File: src/sts_pkg.sv
// Shared types, constants and scan functions for the SQL token scanner.
// No dependencies; every other file in src imports this package.
package sts_pkg;

  localparam int KEYWORD_CHARS = 7;
  localparam int POSITION_BITS = 16;
  localparam int WLEN_BITS = $clog2(KEYWORD_CHARS + 2);
  localparam int WIDX_BITS = $clog2(KEYWORD_CHARS);
  localparam int KEYWORD_COUNT = 29;
  localparam int MAX_RESULTS = 3;
  // Result queue depth; must be a power of two and at least MAX_RESULTS + 1.
  localparam int QUEUE_DEPTH = 4;
  localparam int QPTR_BITS = $clog2(QUEUE_DEPTH);

  typedef logic [POSITION_BITS-1:0] pos_t;
  typedef logic [0:KEYWORD_CHARS-1][7:0] word_buf_t;

  typedef enum logic [3:0] {
    M_IDLE, M_WORD, M_SIGN, M_INT, M_DOT, M_FRAC,
    M_STR, M_STRQ, M_BANG, M_LT, M_GT
  } mode_t;

  // Token kinds.
  localparam logic [5:0] TK_EOF    = 6'd0;
  localparam logic [5:0] TK_IDENT  = 6'd1;
  localparam logic [5:0] TK_KW0    = 6'd2;
  localparam logic [5:0] TK_INT    = 6'd31;
  localparam logic [5:0] TK_DOUBLE = 6'd32;
  localparam logic [5:0] TK_STRING = 6'd33;
  localparam logic [5:0] TK_LPAREN = 6'd34;
  localparam logic [5:0] TK_RPAREN = 6'd35;
  localparam logic [5:0] TK_COMMA  = 6'd36;
  localparam logic [5:0] TK_SEMI   = 6'd37;
  localparam logic [5:0] TK_STAR   = 6'd38;
  localparam logic [5:0] TK_EQ     = 6'd39;
  localparam logic [5:0] TK_NE     = 6'd40;
  localparam logic [5:0] TK_LT     = 6'd41;
  localparam logic [5:0] TK_LE     = 6'd42;
  localparam logic [5:0] TK_GT     = 6'd43;
  localparam logic [5:0] TK_GE     = 6'd44;
  localparam logic [5:0] TK_ERROR  = 6'd45;

  // Error codes.
  localparam logic [2:0] ERR_NONE   = 3'd0;
  localparam logic [2:0] ERR_CHAR   = 3'd1;
  localparam logic [2:0] ERR_BANG   = 3'd2;
  localparam logic [2:0] ERR_STRING = 3'd3;
  localparam logic [2:0] ERR_NUMBER = 3'd4;

  typedef struct packed {
    logic [5:0] kind;
    logic [2:0] code;
    pos_t       off;
    pos_t       line;
    pos_t       col;
    pos_t       span;
    logic       last;
  } result_t;

  typedef struct packed {
    result_t [MAX_RESULTS-1:0] r;
    logic [1:0]                n;
  } result_set_t;

  typedef struct packed {
    mode_t                mode;
    word_buf_t            wbuf;
    logic [WLEN_BITS-1:0] wlen;
    pos_t                 off;
    pos_t                 line;
    pos_t                 col;
    pos_t                 org_off;
    pos_t                 org_line;
    pos_t                 org_col;
    pos_t                 span;
    logic                 err;
  } scan_state_t;

  function automatic scan_state_t reset_state();
    scan_state_t s;
    s = '0;
    s.mode = M_IDLE;
    s.line = pos_t'(1);
    s.col = pos_t'(1);
    return s;
  endfunction

  // Keyword table: length and right-justified upper-case text.
  function automatic logic [WLEN_BITS+8*KEYWORD_CHARS-1:0] kw_entry(input int i);
    logic [3:0] ln;
    logic [55:0] t;
    case (i)
      0: begin ln = 4'd6; t = 56'("CREATE"); end
      1: begin ln = 4'd5; t = 56'("TABLE"); end
      2: begin ln = 4'd6; t = 56'("INSERT"); end
      3: begin ln = 4'd4; t = 56'("INTO"); end
      4: begin ln = 4'd6; t = 56'("VALUES"); end
      5: begin ln = 4'd6; t = 56'("SELECT"); end
      6: begin ln = 4'd4; t = 56'("FROM"); end
      7: begin ln = 4'd5; t = 56'("WHERE"); end
      8: begin ln = 4'd3; t = 56'("KEY"); end
      9: begin ln = 4'd7; t = 56'("PRIMARY"); end
      10: begin ln = 4'd4; t = 56'("NULL"); end
      11: begin ln = 4'd3; t = 56'("NOT"); end
      12: begin ln = 4'd3; t = 56'("AND"); end
      13: begin ln = 4'd2; t = 56'("OR"); end
      14: begin ln = 4'd2; t = 56'("IS"); end
      15: begin ln = 4'd6; t = 56'("STRING"); end
      16: begin ln = 4'd5; t = 56'("INT64"); end
      17: begin ln = 4'd6; t = 56'("DOUBLE"); end
      18: begin ln = 4'd5; t = 56'("COUNT"); end
      19: begin ln = 4'd3; t = 56'("SUM"); end
      20: begin ln = 4'd3; t = 56'("AVG"); end
      21: begin ln = 4'd3; t = 56'("MIN"); end
      22: begin ln = 4'd3; t = 56'("MAX"); end
      23: begin ln = 4'd5; t = 56'("GROUP"); end
      24: begin ln = 4'd2; t = 56'("BY"); end
      25: begin ln = 4'd5; t = 56'("ORDER"); end
      26: begin ln = 4'd5; t = 56'("LIMIT"); end
      27: begin ln = 4'd3; t = 56'("ASC"); end
      28: begin ln = 4'd4; t = 56'("DESC"); end
      default: begin ln = 4'd0; t = '0; end
    endcase
    return {WLEN_BITS'(ln), (8*KEYWORD_CHARS)'(t)};
  endfunction

  // Parallel compare of the held word against every keyword.
  function automatic logic [5:0] word_kind(input word_buf_t wbuf,
                                           input logic [WLEN_BITS-1:0] wlen);
    logic [5:0] k;
    logic [WLEN_BITS+8*KEYWORD_CHARS-1:0] e;
    logic [WLEN_BITS-1:0] ln;
    logic [8*KEYWORD_CHARS-1:0] lit;
    k = TK_IDENT;
    for (int i = 0; i < KEYWORD_COUNT; i++) begin
      e = kw_entry(i);
      ln = e[WLEN_BITS+8*KEYWORD_CHARS-1 -: WLEN_BITS];
      lit = e[8*KEYWORD_CHARS-1:0] << (8 * (KEYWORD_CHARS - int'(ln)));
      if (ln == wlen && lit == wbuf) begin
        k = TK_KW0 + 6'(i);
      end
    end
    return k;
  endfunction

  function automatic pos_t sat_inc(input pos_t v);
    return (v == '1) ? v : v + pos_t'(1);
  endfunction

  function automatic logic is_alpha(input logic [7:0] c);
    return (c >= "A" && c <= "Z") || (c >= "a" && c <= "z");
  endfunction

  function automatic logic is_digit(input logic [7:0] c);
    return c >= "0" && c <= "9";
  endfunction

  function automatic void put(inout result_set_t rs, input logic [5:0] kind,
                              input logic [2:0] code, input pos_t off,
                              input pos_t line, input pos_t col, input pos_t span);
    if (rs.n < 2'(MAX_RESULTS)) begin
      rs.r[rs.n] = '{kind: kind, code: code, off: off, line: line, col: col,
                     span: span, last: 1'b0};
      rs.n = rs.n + 2'd1;
    end
  endfunction

  function automatic void advance(inout scan_state_t s, input logic [7:0] c);
    s.off = sat_inc(s.off);
    if (c == 8'h0a) begin
      s.line = sat_inc(s.line);
      s.col = pos_t'(1);
    end else begin
      s.col = sat_inc(s.col);
    end
  endfunction

  function automatic void take(inout scan_state_t s, input logic [7:0] c);
    advance(s, c);
    s.span = sat_inc(s.span);
  endfunction

  function automatic void mark_origin(inout scan_state_t s);
    s.org_off = s.off;
    s.org_line = s.line;
    s.org_col = s.col;
    s.span = '0;
  endfunction

  function automatic void start_tok(inout scan_state_t s, input logic [7:0] c,
                                    input mode_t m);
    mark_origin(s);
    take(s, c);
    s.mode = m;
  endfunction

  function automatic void finish(inout scan_state_t s, inout result_set_t rs,
                                 input logic [5:0] kind);
    put(rs, kind, ERR_NONE, s.org_off, s.org_line, s.org_col, s.span);
    s.mode = M_IDLE;
  endfunction

  function automatic void fail(inout scan_state_t s, inout result_set_t rs,
                               input logic [2:0] code);
    put(rs, TK_ERROR, code, s.org_off, s.org_line, s.org_col, '0);
    s.err = 1'b1;
    s.mode = M_IDLE;
  endfunction

  function automatic void add_word(inout scan_state_t s, input logic [7:0] c);
    if (s.wlen < WLEN_BITS'(KEYWORD_CHARS)) begin
      s.wbuf[s.wlen[WIDX_BITS-1:0]] = (c >= "a" && c <= "z") ? c - 8'd32 : c;
    end
    if (s.wlen <= WLEN_BITS'(KEYWORD_CHARS)) begin
      s.wlen = s.wlen + WLEN_BITS'(1);
    end
  endfunction

  function automatic void scan_idle(inout scan_state_t s, inout result_set_t rs,
                                    input logic [7:0] c);
    logic [5:0] k;
    k = TK_EOF;
    if (c == " " || c == 8'h09 || c == 8'h0a || c == 8'h0d) begin
      advance(s, c);
    end else if (is_alpha(c) || c == "_") begin
      s.wbuf = '0;
      s.wlen = '0;
      add_word(s, c);
      start_tok(s, c, M_WORD);
    end else if (is_digit(c)) begin
      start_tok(s, c, M_INT);
    end else begin
      case (c)
        "-": start_tok(s, c, M_SIGN);
        "'": start_tok(s, c, M_STR);
        "!": start_tok(s, c, M_BANG);
        "<": start_tok(s, c, M_LT);
        ">": start_tok(s, c, M_GT);
        "(": k = TK_LPAREN;
        ")": k = TK_RPAREN;
        ",": k = TK_COMMA;
        ";": k = TK_SEMI;
        "*": k = TK_STAR;
        "=": k = TK_EQ;
        default: begin
          mark_origin(s);
          fail(s, rs, ERR_CHAR);
        end
      endcase
      if (k != TK_EOF) begin
        start_tok(s, c, M_IDLE);
        finish(s, rs, k);
      end
    end
  endfunction

  // Returns 0 when the byte closed the pending token and must be scanned again.
  function automatic logic scan_char(inout scan_state_t s, inout result_set_t rs,
                                     input logic [7:0] c);
    logic done;
    done = 1'b1;
    case (s.mode)
      M_IDLE: scan_idle(s, rs, c);
      M_WORD: begin
        if (is_alpha(c) || is_digit(c) || c == "_") begin
          add_word(s, c);
          take(s, c);
        end else begin
          finish(s, rs, word_kind(s.wbuf, s.wlen));
          done = 1'b0;
        end
      end
      M_SIGN: begin
        if (is_digit(c)) begin
          take(s, c);
          s.mode = M_INT;
        end else begin
          fail(s, rs, ERR_CHAR);
        end
      end
      M_INT: begin
        if (is_digit(c)) begin
          take(s, c);
        end else if (c == ".") begin
          take(s, c);
          s.mode = M_DOT;
        end else begin
          finish(s, rs, TK_INT);
          done = 1'b0;
        end
      end
      M_DOT: begin
        if (is_digit(c)) begin
          take(s, c);
          s.mode = M_FRAC;
        end else begin
          fail(s, rs, ERR_NUMBER);
        end
      end
      M_FRAC: begin
        if (is_digit(c)) begin
          take(s, c);
        end else begin
          finish(s, rs, TK_DOUBLE);
          done = 1'b0;
        end
      end
      M_STR: begin
        take(s, c);
        if (c == "'") s.mode = M_STRQ;
      end
      M_STRQ: begin
        if (c == "'") begin
          take(s, c);
          s.mode = M_STR;
        end else begin
          finish(s, rs, TK_STRING);
          done = 1'b0;
        end
      end
      M_BANG: begin
        if (c == "=") begin
          take(s, c);
          finish(s, rs, TK_NE);
        end else begin
          fail(s, rs, ERR_BANG);
        end
      end
      M_LT: begin
        if (c == "=") begin
          take(s, c);
          finish(s, rs, TK_LE);
        end else begin
          finish(s, rs, TK_LT);
          done = 1'b0;
        end
      end
      M_GT: begin
        if (c == "=") begin
          take(s, c);
          finish(s, rs, TK_GE);
        end else begin
          finish(s, rs, TK_GT);
          done = 1'b0;
        end
      end
      default: begin
        s.mode = M_IDLE;
        done = 1'b0;
      end
    endcase
    return done;
  endfunction

  // Close whatever token is pending at end of input.
  function automatic void flush(inout scan_state_t s, inout result_set_t rs);
    case (s.mode)
      M_WORD: finish(s, rs, word_kind(s.wbuf, s.wlen));
      M_SIGN: fail(s, rs, ERR_CHAR);
      M_INT: finish(s, rs, TK_INT);
      M_DOT: fail(s, rs, ERR_NUMBER);
      M_FRAC: finish(s, rs, TK_DOUBLE);
      M_STR: fail(s, rs, ERR_STRING);
      M_STRQ: finish(s, rs, TK_STRING);
      M_BANG: fail(s, rs, ERR_BANG);
      M_LT: finish(s, rs, TK_LT);
      M_GT: finish(s, rs, TK_GT);
      default: ;
    endcase
  endfunction

endpackage

File: src/sts_result_queue.sv
// Small result queue: takes up to three results per cycle, hands out one per pop.
// Depends on sts_pkg.
module sts_result_queue (
  input  logic                 clk,
  input  logic                 rst,
  input  logic                 push,
  input  sts_pkg::result_set_t push_set,
  input  logic                 pop,
  output logic                 room,
  output logic                 head_valid,
  output sts_pkg::result_t     head
);
  import sts_pkg::*;

  result_t mem [QUEUE_DEPTH];
  logic [QPTR_BITS-1:0] wr_ptr;
  logic [QPTR_BITS-1:0] rd_ptr;
  logic [QPTR_BITS:0]   count;
  logic [QPTR_BITS:0]   count_next;
  logic [1:0]           push_n;

  assign push_n = push ? push_set.n : 2'd0;
  assign count_next = count + (QPTR_BITS+1)'(push_n) - (QPTR_BITS+1)'(pop);
  // Room for a full set of results, judged on the registered count only.
  assign room = count <= (QPTR_BITS+1)'(QUEUE_DEPTH - MAX_RESULTS);
  assign head_valid = count != '0;
  assign head = mem[rd_ptr];

  // Pointer and count registers.
  always_ff @(posedge clk) begin
    if (rst) begin
      wr_ptr <= '0;
      rd_ptr <= '0;
      count <= '0;
    end else begin
      wr_ptr <= wr_ptr + QPTR_BITS'(push_n);
      rd_ptr <= rd_ptr + QPTR_BITS'(pop);
      count <= count_next;
    end
  end

  // Entry writes, one per result of the request.
  always_ff @(posedge clk) begin
    for (int k = 0; k < MAX_RESULTS; k++) begin
      if (2'(k) < push_n) begin
        mem[wr_ptr + QPTR_BITS'(k)] <= push_set.r[k];
      end
    end
  end

endmodule

File: config.mk
export PLATFORM = sky130hd
export DESIGN_NAME = sts_result_queue
export DESIGN_NICKNAME = d
export VERILOG_FILES = /design/src/sts_pkg.sv /design/src/sts_result_queue.sv
export SDC_FILE = /design/constraint.sdc
export NUM_CORES = 1
export LEC_CHECK = 0
export BUFFER_PORTS_ARGS = -buffer_cell sky130_fd_sc_hd__buf_2
export CAP_MARGIN = 30
export CORE_AREA = 10 10 281 283
export DETAILED_ROUTE_END_ITERATION = 7
export DIE_AREA = 0 0 291 293
export PLACE_DENSITY = 0.49
export SETUP_SLACK_MARGIN = 0.4
export SYNTH_ARGS = -nofsm -noshare
export SYNTH_HDL_FRONTEND = slang
export SYNTH_SLANG_ARGS = --single-unit
File: constraint.sdc
create_clock -name clk -period 10.3 [get_ports clk]
set_input_delay 1.03 -clock clk [delete_from_list [all_inputs] [get_ports clk]]
set_output_delay 1.03 -clock clk [all_outputs]
set_load 0.05 [all_outputs]
==> results of run 1 <==
[registers in the layout, indices dropped and copies added, names as in the netlist]
register	flops
mem	296
rd_ptr	2
wr_ptr	2
count	3
[worst max path at each step]
| stage | end | cells after the start | start | slack [ns] |
|---|---|---|---|---|
| finish | head[15] | 4 | rd_ptr[1]$_SDFF_PP0_ | 6.66 |
| global route | head[73] | 4 | rd_ptr[1]$_SDFF_PP0_ | 6.54 |
| CTS | head[45] | 4 | rd_ptr[0]$_SDFF_PP0_ | 6.04 |
| detailed placement | mem[1][27]$_DFFE_PP_ | 5 | push | 6.43 |
| global placement | head[43] | 3 | rd_ptr[0]$_SDFF_PP0_ | 6.36 |
| floorplan | mem[2][0]$_DFFE_PP_ | 4 | push_set[1] | 2.87 |
[cell type report]
class	count	area, sq um
Timing Repair Buffer	328	1760
Inverter	1	3.75
Multi-Input combinational cell	715	8730
Fill cell	7358	51600
Sequential cell	303	9040
Clock inverter	10	72.6
Clock buffer	54	1120
Antenna cell	3	7.51
Tap cell	969	1210
[power breakdown]
group / total [mW] / internal (mW) / switching, mW
clock network: 1.32 / 0.780 / 0.537
registers: 1.48 / 1.45 / 0.0281
logic: 0.743 / 0.295 / 0.448
total: 3.54 / 2.53 / 1.01
[critical path: stages (launching register included)]
cell and delay [ns]:
dfxtp_4 0.61, buf_4 0.38, buf_16 0.33, mux4_2 0.44, buf_2 0.25
[synth_stat cells, drive strengths merged]
master / instances
mux2: 593
nand3: 3
o21a: 1
buf: 73
ha: 2
o21ai: 4
a21oi: 2
nand4: 2
edfxtp: 296
clkbuf: 12
nor3: 1
nand4b: 2
a21boi: 2
xnor2: 3
and4bb: 1
and2: 3
nand2: 1
fa: 1
mux4: 74
and3b: 1
nand2b: 1
or3: 3
or3b: 1
xor2: 2
a211oi: 1
inv: 1
nor2: 6
nor2b: 5
dfxtp: 7
[cells by family (layout without fill, tap and decap cells)]
logic type                 after synthesis  in the layout  share of synthesized area (%)
DFF                                    303            303                           49.6
other                                    0              3                              0
AOI/OAI and AO/OA                       10             10                          0.330
adders and majority gates                3              3                          0.248
buffers and inverters                   86            393                           2.69
xor gates and xnor gates                 5              5                          0.241
muxes                                  667            667                           45.9
and+or+nand+nor                         30             30                          0.997
[layer usage]
metal	part of all wire [%]	vias up	GRT usage, %
met4	1.8	14	3.58
met5	0.14	-	0
met2	48	269	23.5
li1	-	5043	-
met1	45	5861	18.4
met3	4.4	85	2.99
==> flow_summary.toml, run 1 <==
[clock_network]
post_cts_resized = 0
clock_latency_ns = 0.55
cts_num_sinks = 303
root_buffer = "clkbuf_16"
cts_buffers = 40
htree_levels = 2
clock_tree.buffer_depth = 3
cts_tree = "done"
post-cts-setup-buffers = 0
cts_hold_buffers = 0
clkTransAtPathRegs_ns = 0.05

[final_layout]
fin_util_pct = 29.8
final_cell_mix = "mux2_2, buf_2, edfxtp_1"
drive_above_1_share_pct = 74.9
nets = 1620
postLayoutCellArea_sq_mm = 0.0220
layout_commonest_cell = "mux2_2"
area_growth_pct = 20.7
fin_cells = 2383

[synth]
synth_area_leaders = "edfxtp_1, mux2_2, mux4_2"
syn_nets = 1335
ys_types = 33
postSynthCellCount = 1104
synth-seq-cells = 303
yosysWarnings = 0
netlist_area_sq_mm = 0.0182
synth.yosys.seq_area_share_pct = 49.6
yosys.area.top_type = "edfxtp_1"
syn_area_per_cell_sq_um = 16.5
yosys.area.top_type_share_pct = 48.9

[place]
place_worst_setup_slack_ns = 6.43
dp_hpwl_microns = 37400
placedInstanceArea_sq_mm = 0.0207
dp.cells = 2315
port_buffers = 303
gp_congestion = 0.719

[drt]
wl_per_cell_microns = 25.9
wl_microns = 61700
ant_nets = 0
drcViolationCount = 0
dr.pass1.iters = 5
via_per_inst = 4.73
num_vias = 11272
drtIter0Drc = 628

[grt]
grt_usage_pct = 14.1
grt_pass1_wl_microns = 90000
antenna_found_initial = 12
grt_max_degree = 46
grt.overflow.total = 0
grt_pass1_vias = 12801

[timing]
period_needed_ns = 3.64
maxSlewViolCount = 0
setup_tns_ns = 0
clock_skew_ns = 0.00904
slew_headroom_pct = 35.3
timing.fmax_mhz = 275
timing.hold.ws_ns = 0.605
layout_setup_ws_ns = 6.66
rsz0062_at_grt = "no"
hold_violations = 0
setup_viol = 0
min_period_over_period_pct = 35.3
tightest_slew_ns = 0.970

[critical_path]
r2r_cells = 4
critPathKind = "flop to output port"
cp-start-kind = "flop"
cp_data_required_time_ns = 9.27
r2r-start = "wr_ptr[0]$_SDFF_PP0_"
worst_setup_path_end_kind = "output port"
path_max_fanout = 44
r2r_slack_ns = 7.08
cp_data_arrival_time_ns = 2.61
rr_endpoint = "mem[1][20]$_DFFE_PP_"

[hold_path]
hp-start = "count[0]$_SDFF_PP0_"
holdPathStages = 2
holdPathEnd = "count[0]$_SDFF_PP0_"
hp-class = "flop to flop"

[run]
drv_cap = 0

[power]
power_density_mw_per_mm2 = 161
peakVddDrop_mv = 0.111
leakagePower_nw = 7.75
finalPower_mw = 3.54

[floorplan]
fp.dieH_microns = 293
initial_core_util_pct = 24.7
io_pins = 304
die_x_microns = 291
rows = 100
coreArea_sq_mm = 0.0736
dieArea_sq_mm = 0.0853

[status]
status = "completed"
Note: power is estimated with default switching activity, not from simulation.
==> inputs of run 2 (changes only) <==
--- a/config.mk
+++ b/config.mk
@@ -10,7 +10,7 @@
 export CORE_AREA = 10 10 281 283
 export DETAILED_ROUTE_END_ITERATION = 7
 export DIE_AREA = 0 0 291 293
-export PLACE_DENSITY = 0.49
+export PLACE_DENSITY = 0.5
 export SETUP_SLACK_MARGIN = 0.4
 export SYNTH_ARGS = -nofsm -noshare
 export SYNTH_HDL_FRONTEND = slang
==> constraint.sdc (replaced) <==
create_clock -name clk -period 3.3 [get_ports clk]
set_input_delay 0.33 -clock clk [delete_from_list [all_inputs] [get_ports clk]]
set_output_delay 0.33 -clock clk [all_outputs]
set_load 0.05 [all_outputs]
==> run 2 against run 1 <==
Power rose to 3.2 times the previous value; count of clock-buffer cells in the layout is 8 lower; clock skew increased by 0.0081 ns; global-route usage down 0.49 points; non-clock buffer count rose by 9; die area unchanged; sequential cell count stayed put; sequential power rose to 3.1 times the previous value.
==> flow_summary.toml, run 2 (same netlist as run 1, synthesis figures left out) <==
[critical_path]
critPathKind = "flop to output port"
cp_data_required_time_ns = 2.97
startpoint = "rd_ptr[0]$_SDFF_PP0_"
worst_setup_path_end_kind = "output port"
max_stage_delay_ns = 0.60
path_cells = "buf_4 -> mux4_2 -> buf_2"
path_max_fanout = 11
cp-start-kind = "flop"
critPathTopFamily = "flip-flops"
cp_data_arrival_time_ns = 2.30
r2r-start = "wr_ptr[1]$_SDFF_PP0_"
cp_num_buf_inv = 2
crit_path_top_delay_cell = "dfxtp_4"

[floorplan]
die_x_microns = 291
dieArea_sq_mm = 0.0853
initial_core_util_pct = 24.7
rows = 100
coreArea_sq_mm = 0.0736
fp.dieH_microns = 293
io_pins = 304

[timing]
tightest_slew_ns = 0.754
hold_violations = 0
maxSlewViolCount = 0
rsz0062_at_grt = "no"
setup_tns_ns = 0
layout_setup_ws_ns = 0.673
setup_viol = 0
timing.fmax_mhz = 381
min_period_over_period_pct = 79.6
slew_headroom_pct = 49.8
period_needed_ns = 2.63
clock_skew_ns = 0.0172

[clock_network]
clkTransAtPathRegs_ns = 0.06
clock_tree.buffer_depth = 3
cts_buffers = 40
root_buffer = "clkbuf_16"
clock_latency_ns = 0.56
cts_tree = "done"
htree_levels = 2
cts_num_sinks = 303

[final_layout]
layout_commonest_cell = "mux2_2"
area_growth_pct = 22.8
fin_cells = 2406
nets = 1629
final_cell_mix = "mux2_2, buf_2, edfxtp_1"
regMostFlops = "mem"
drive_above_1_share_pct = 75.2
largest_reg_flops = 296
nFillCells = 7396
reg.largest.list = "mem: 296 flops, count: 3 flops"

[grt]
grt.overflow.total = 0
grt_usage_pct = 13.7
grt_max_degree = 75
grt_pass1_vias = 12924
antenna_found_initial = 14
grt_pass1_wl_microns = 88300

[run]
drv_cap = 0

[drt]
num_vias = 11352
ant_nets = 0
dr.pass1.iters = 5
wl_microns = 59900
via_per_inst = 4.72
drcViolationCount = 0
drtIter0Drc = 648
wl_per_cell_microns = 24.9

[place]
port_buffers = 303
dp.cells = 2324
place_worst_setup_slack_ns = 0.891
dp_hpwl_microns = 35800
gp_congestion = 0.743

[hold_path]
hp-start = "rst"
hp-class = "input port to flop"

[power]
leakagePower_nw = 7.92
power_density_mw_per_mm2 = 509
peakVddDrop_mv = 0.323

[status]
status = "completed"
[run 2: changes by cell type in the layout (fill, tap and decap cells not counted), moves of 2 or more]
cell and delta:
bufinv_16 +3, clkinv_1 +6, clkbuf_1 -3, clkbuf_8 -5
clkinv_2 +3, buf_4 -8, clkinvlp_4 +2, diode_2 +4
buf_16 -2, buf_12 +19, inv_6 +3
[run 2: cell type report]
cell class	count	area, sq um	area share, %
antenna	7	17.5	0.0784
clock buffer	46	1040	4.68
clock inverter	28	250	1.12
inverter	1	3.75	0.0168
multi-input combinational	715	8740	39.1
sequential	303	9040	40.5
tap	969	1210	5.43
timing repair buffer	337	2030	9.09
[run 2: per-layer routing]
layer	GRT usage [%]	wire length [microns]	vias to the layer above
li1	-	-	5090
met1	17.3	26300	5911
met2	23.1	29600	255
met3	3.09	2780	80
met4	3.57	1130	16
met5	0	95	-
[run 2: path summary, 6_finish.rpt]
kind / slack [ns] / endpoint / cells past startpoint
setup / recovery: 0.67 / head[15] / 3
hold / removal: 0.05 / count[1]$_SDFF_PP0_ / 2
setup reg to reg: 0.89 / mem[2][65]$_DFFE_PP_ / 5
hold reg to reg: 0.59 / count[0]$_SDFF_PP0_ / 2
[run 2: report_power, final]
group | switching [mW] | total [mW] | internal (mW)
registers | 0.0825 | 4.62 | 4.53
clock network | 1.81 | 4.40 | 2.59
logic | 1.40 | 2.36 | 0.954
[run 2: metrics by stage]
stage / hold slack [ns] / util [%] / power (mW) / cell area [sq um]
after floorplan: 0.395 / - / 6.28 / 18200
after global placement: 0.579 / 28.5 / 7.06 / 21000
after CTS: 0.0144 / 30.3 / 11.6 / 22300
after detailed placement: 0.577 / 28.5 / 7.08 / 21000
after global routing: 0.0515 / 30.4 / 11.9 / 22300
final: 0.0516 / 30.4 / 11.4 / 22300
[run 2: repair_timing]
item                       CTS  global route
gates resized for setup      0             0
hold buffers                 0             0
setup endpoints to repair    4             0
setup buffers                1             0
[run 2: worst register-to-register path, stage by stage, from the launching register on]
cell	delay, ns
dfxtp_1	0.62
nand4b_1	0.36
buf_12	0.27
buf_4	0.28
mux2_2	0.36
mux2_2	0.26
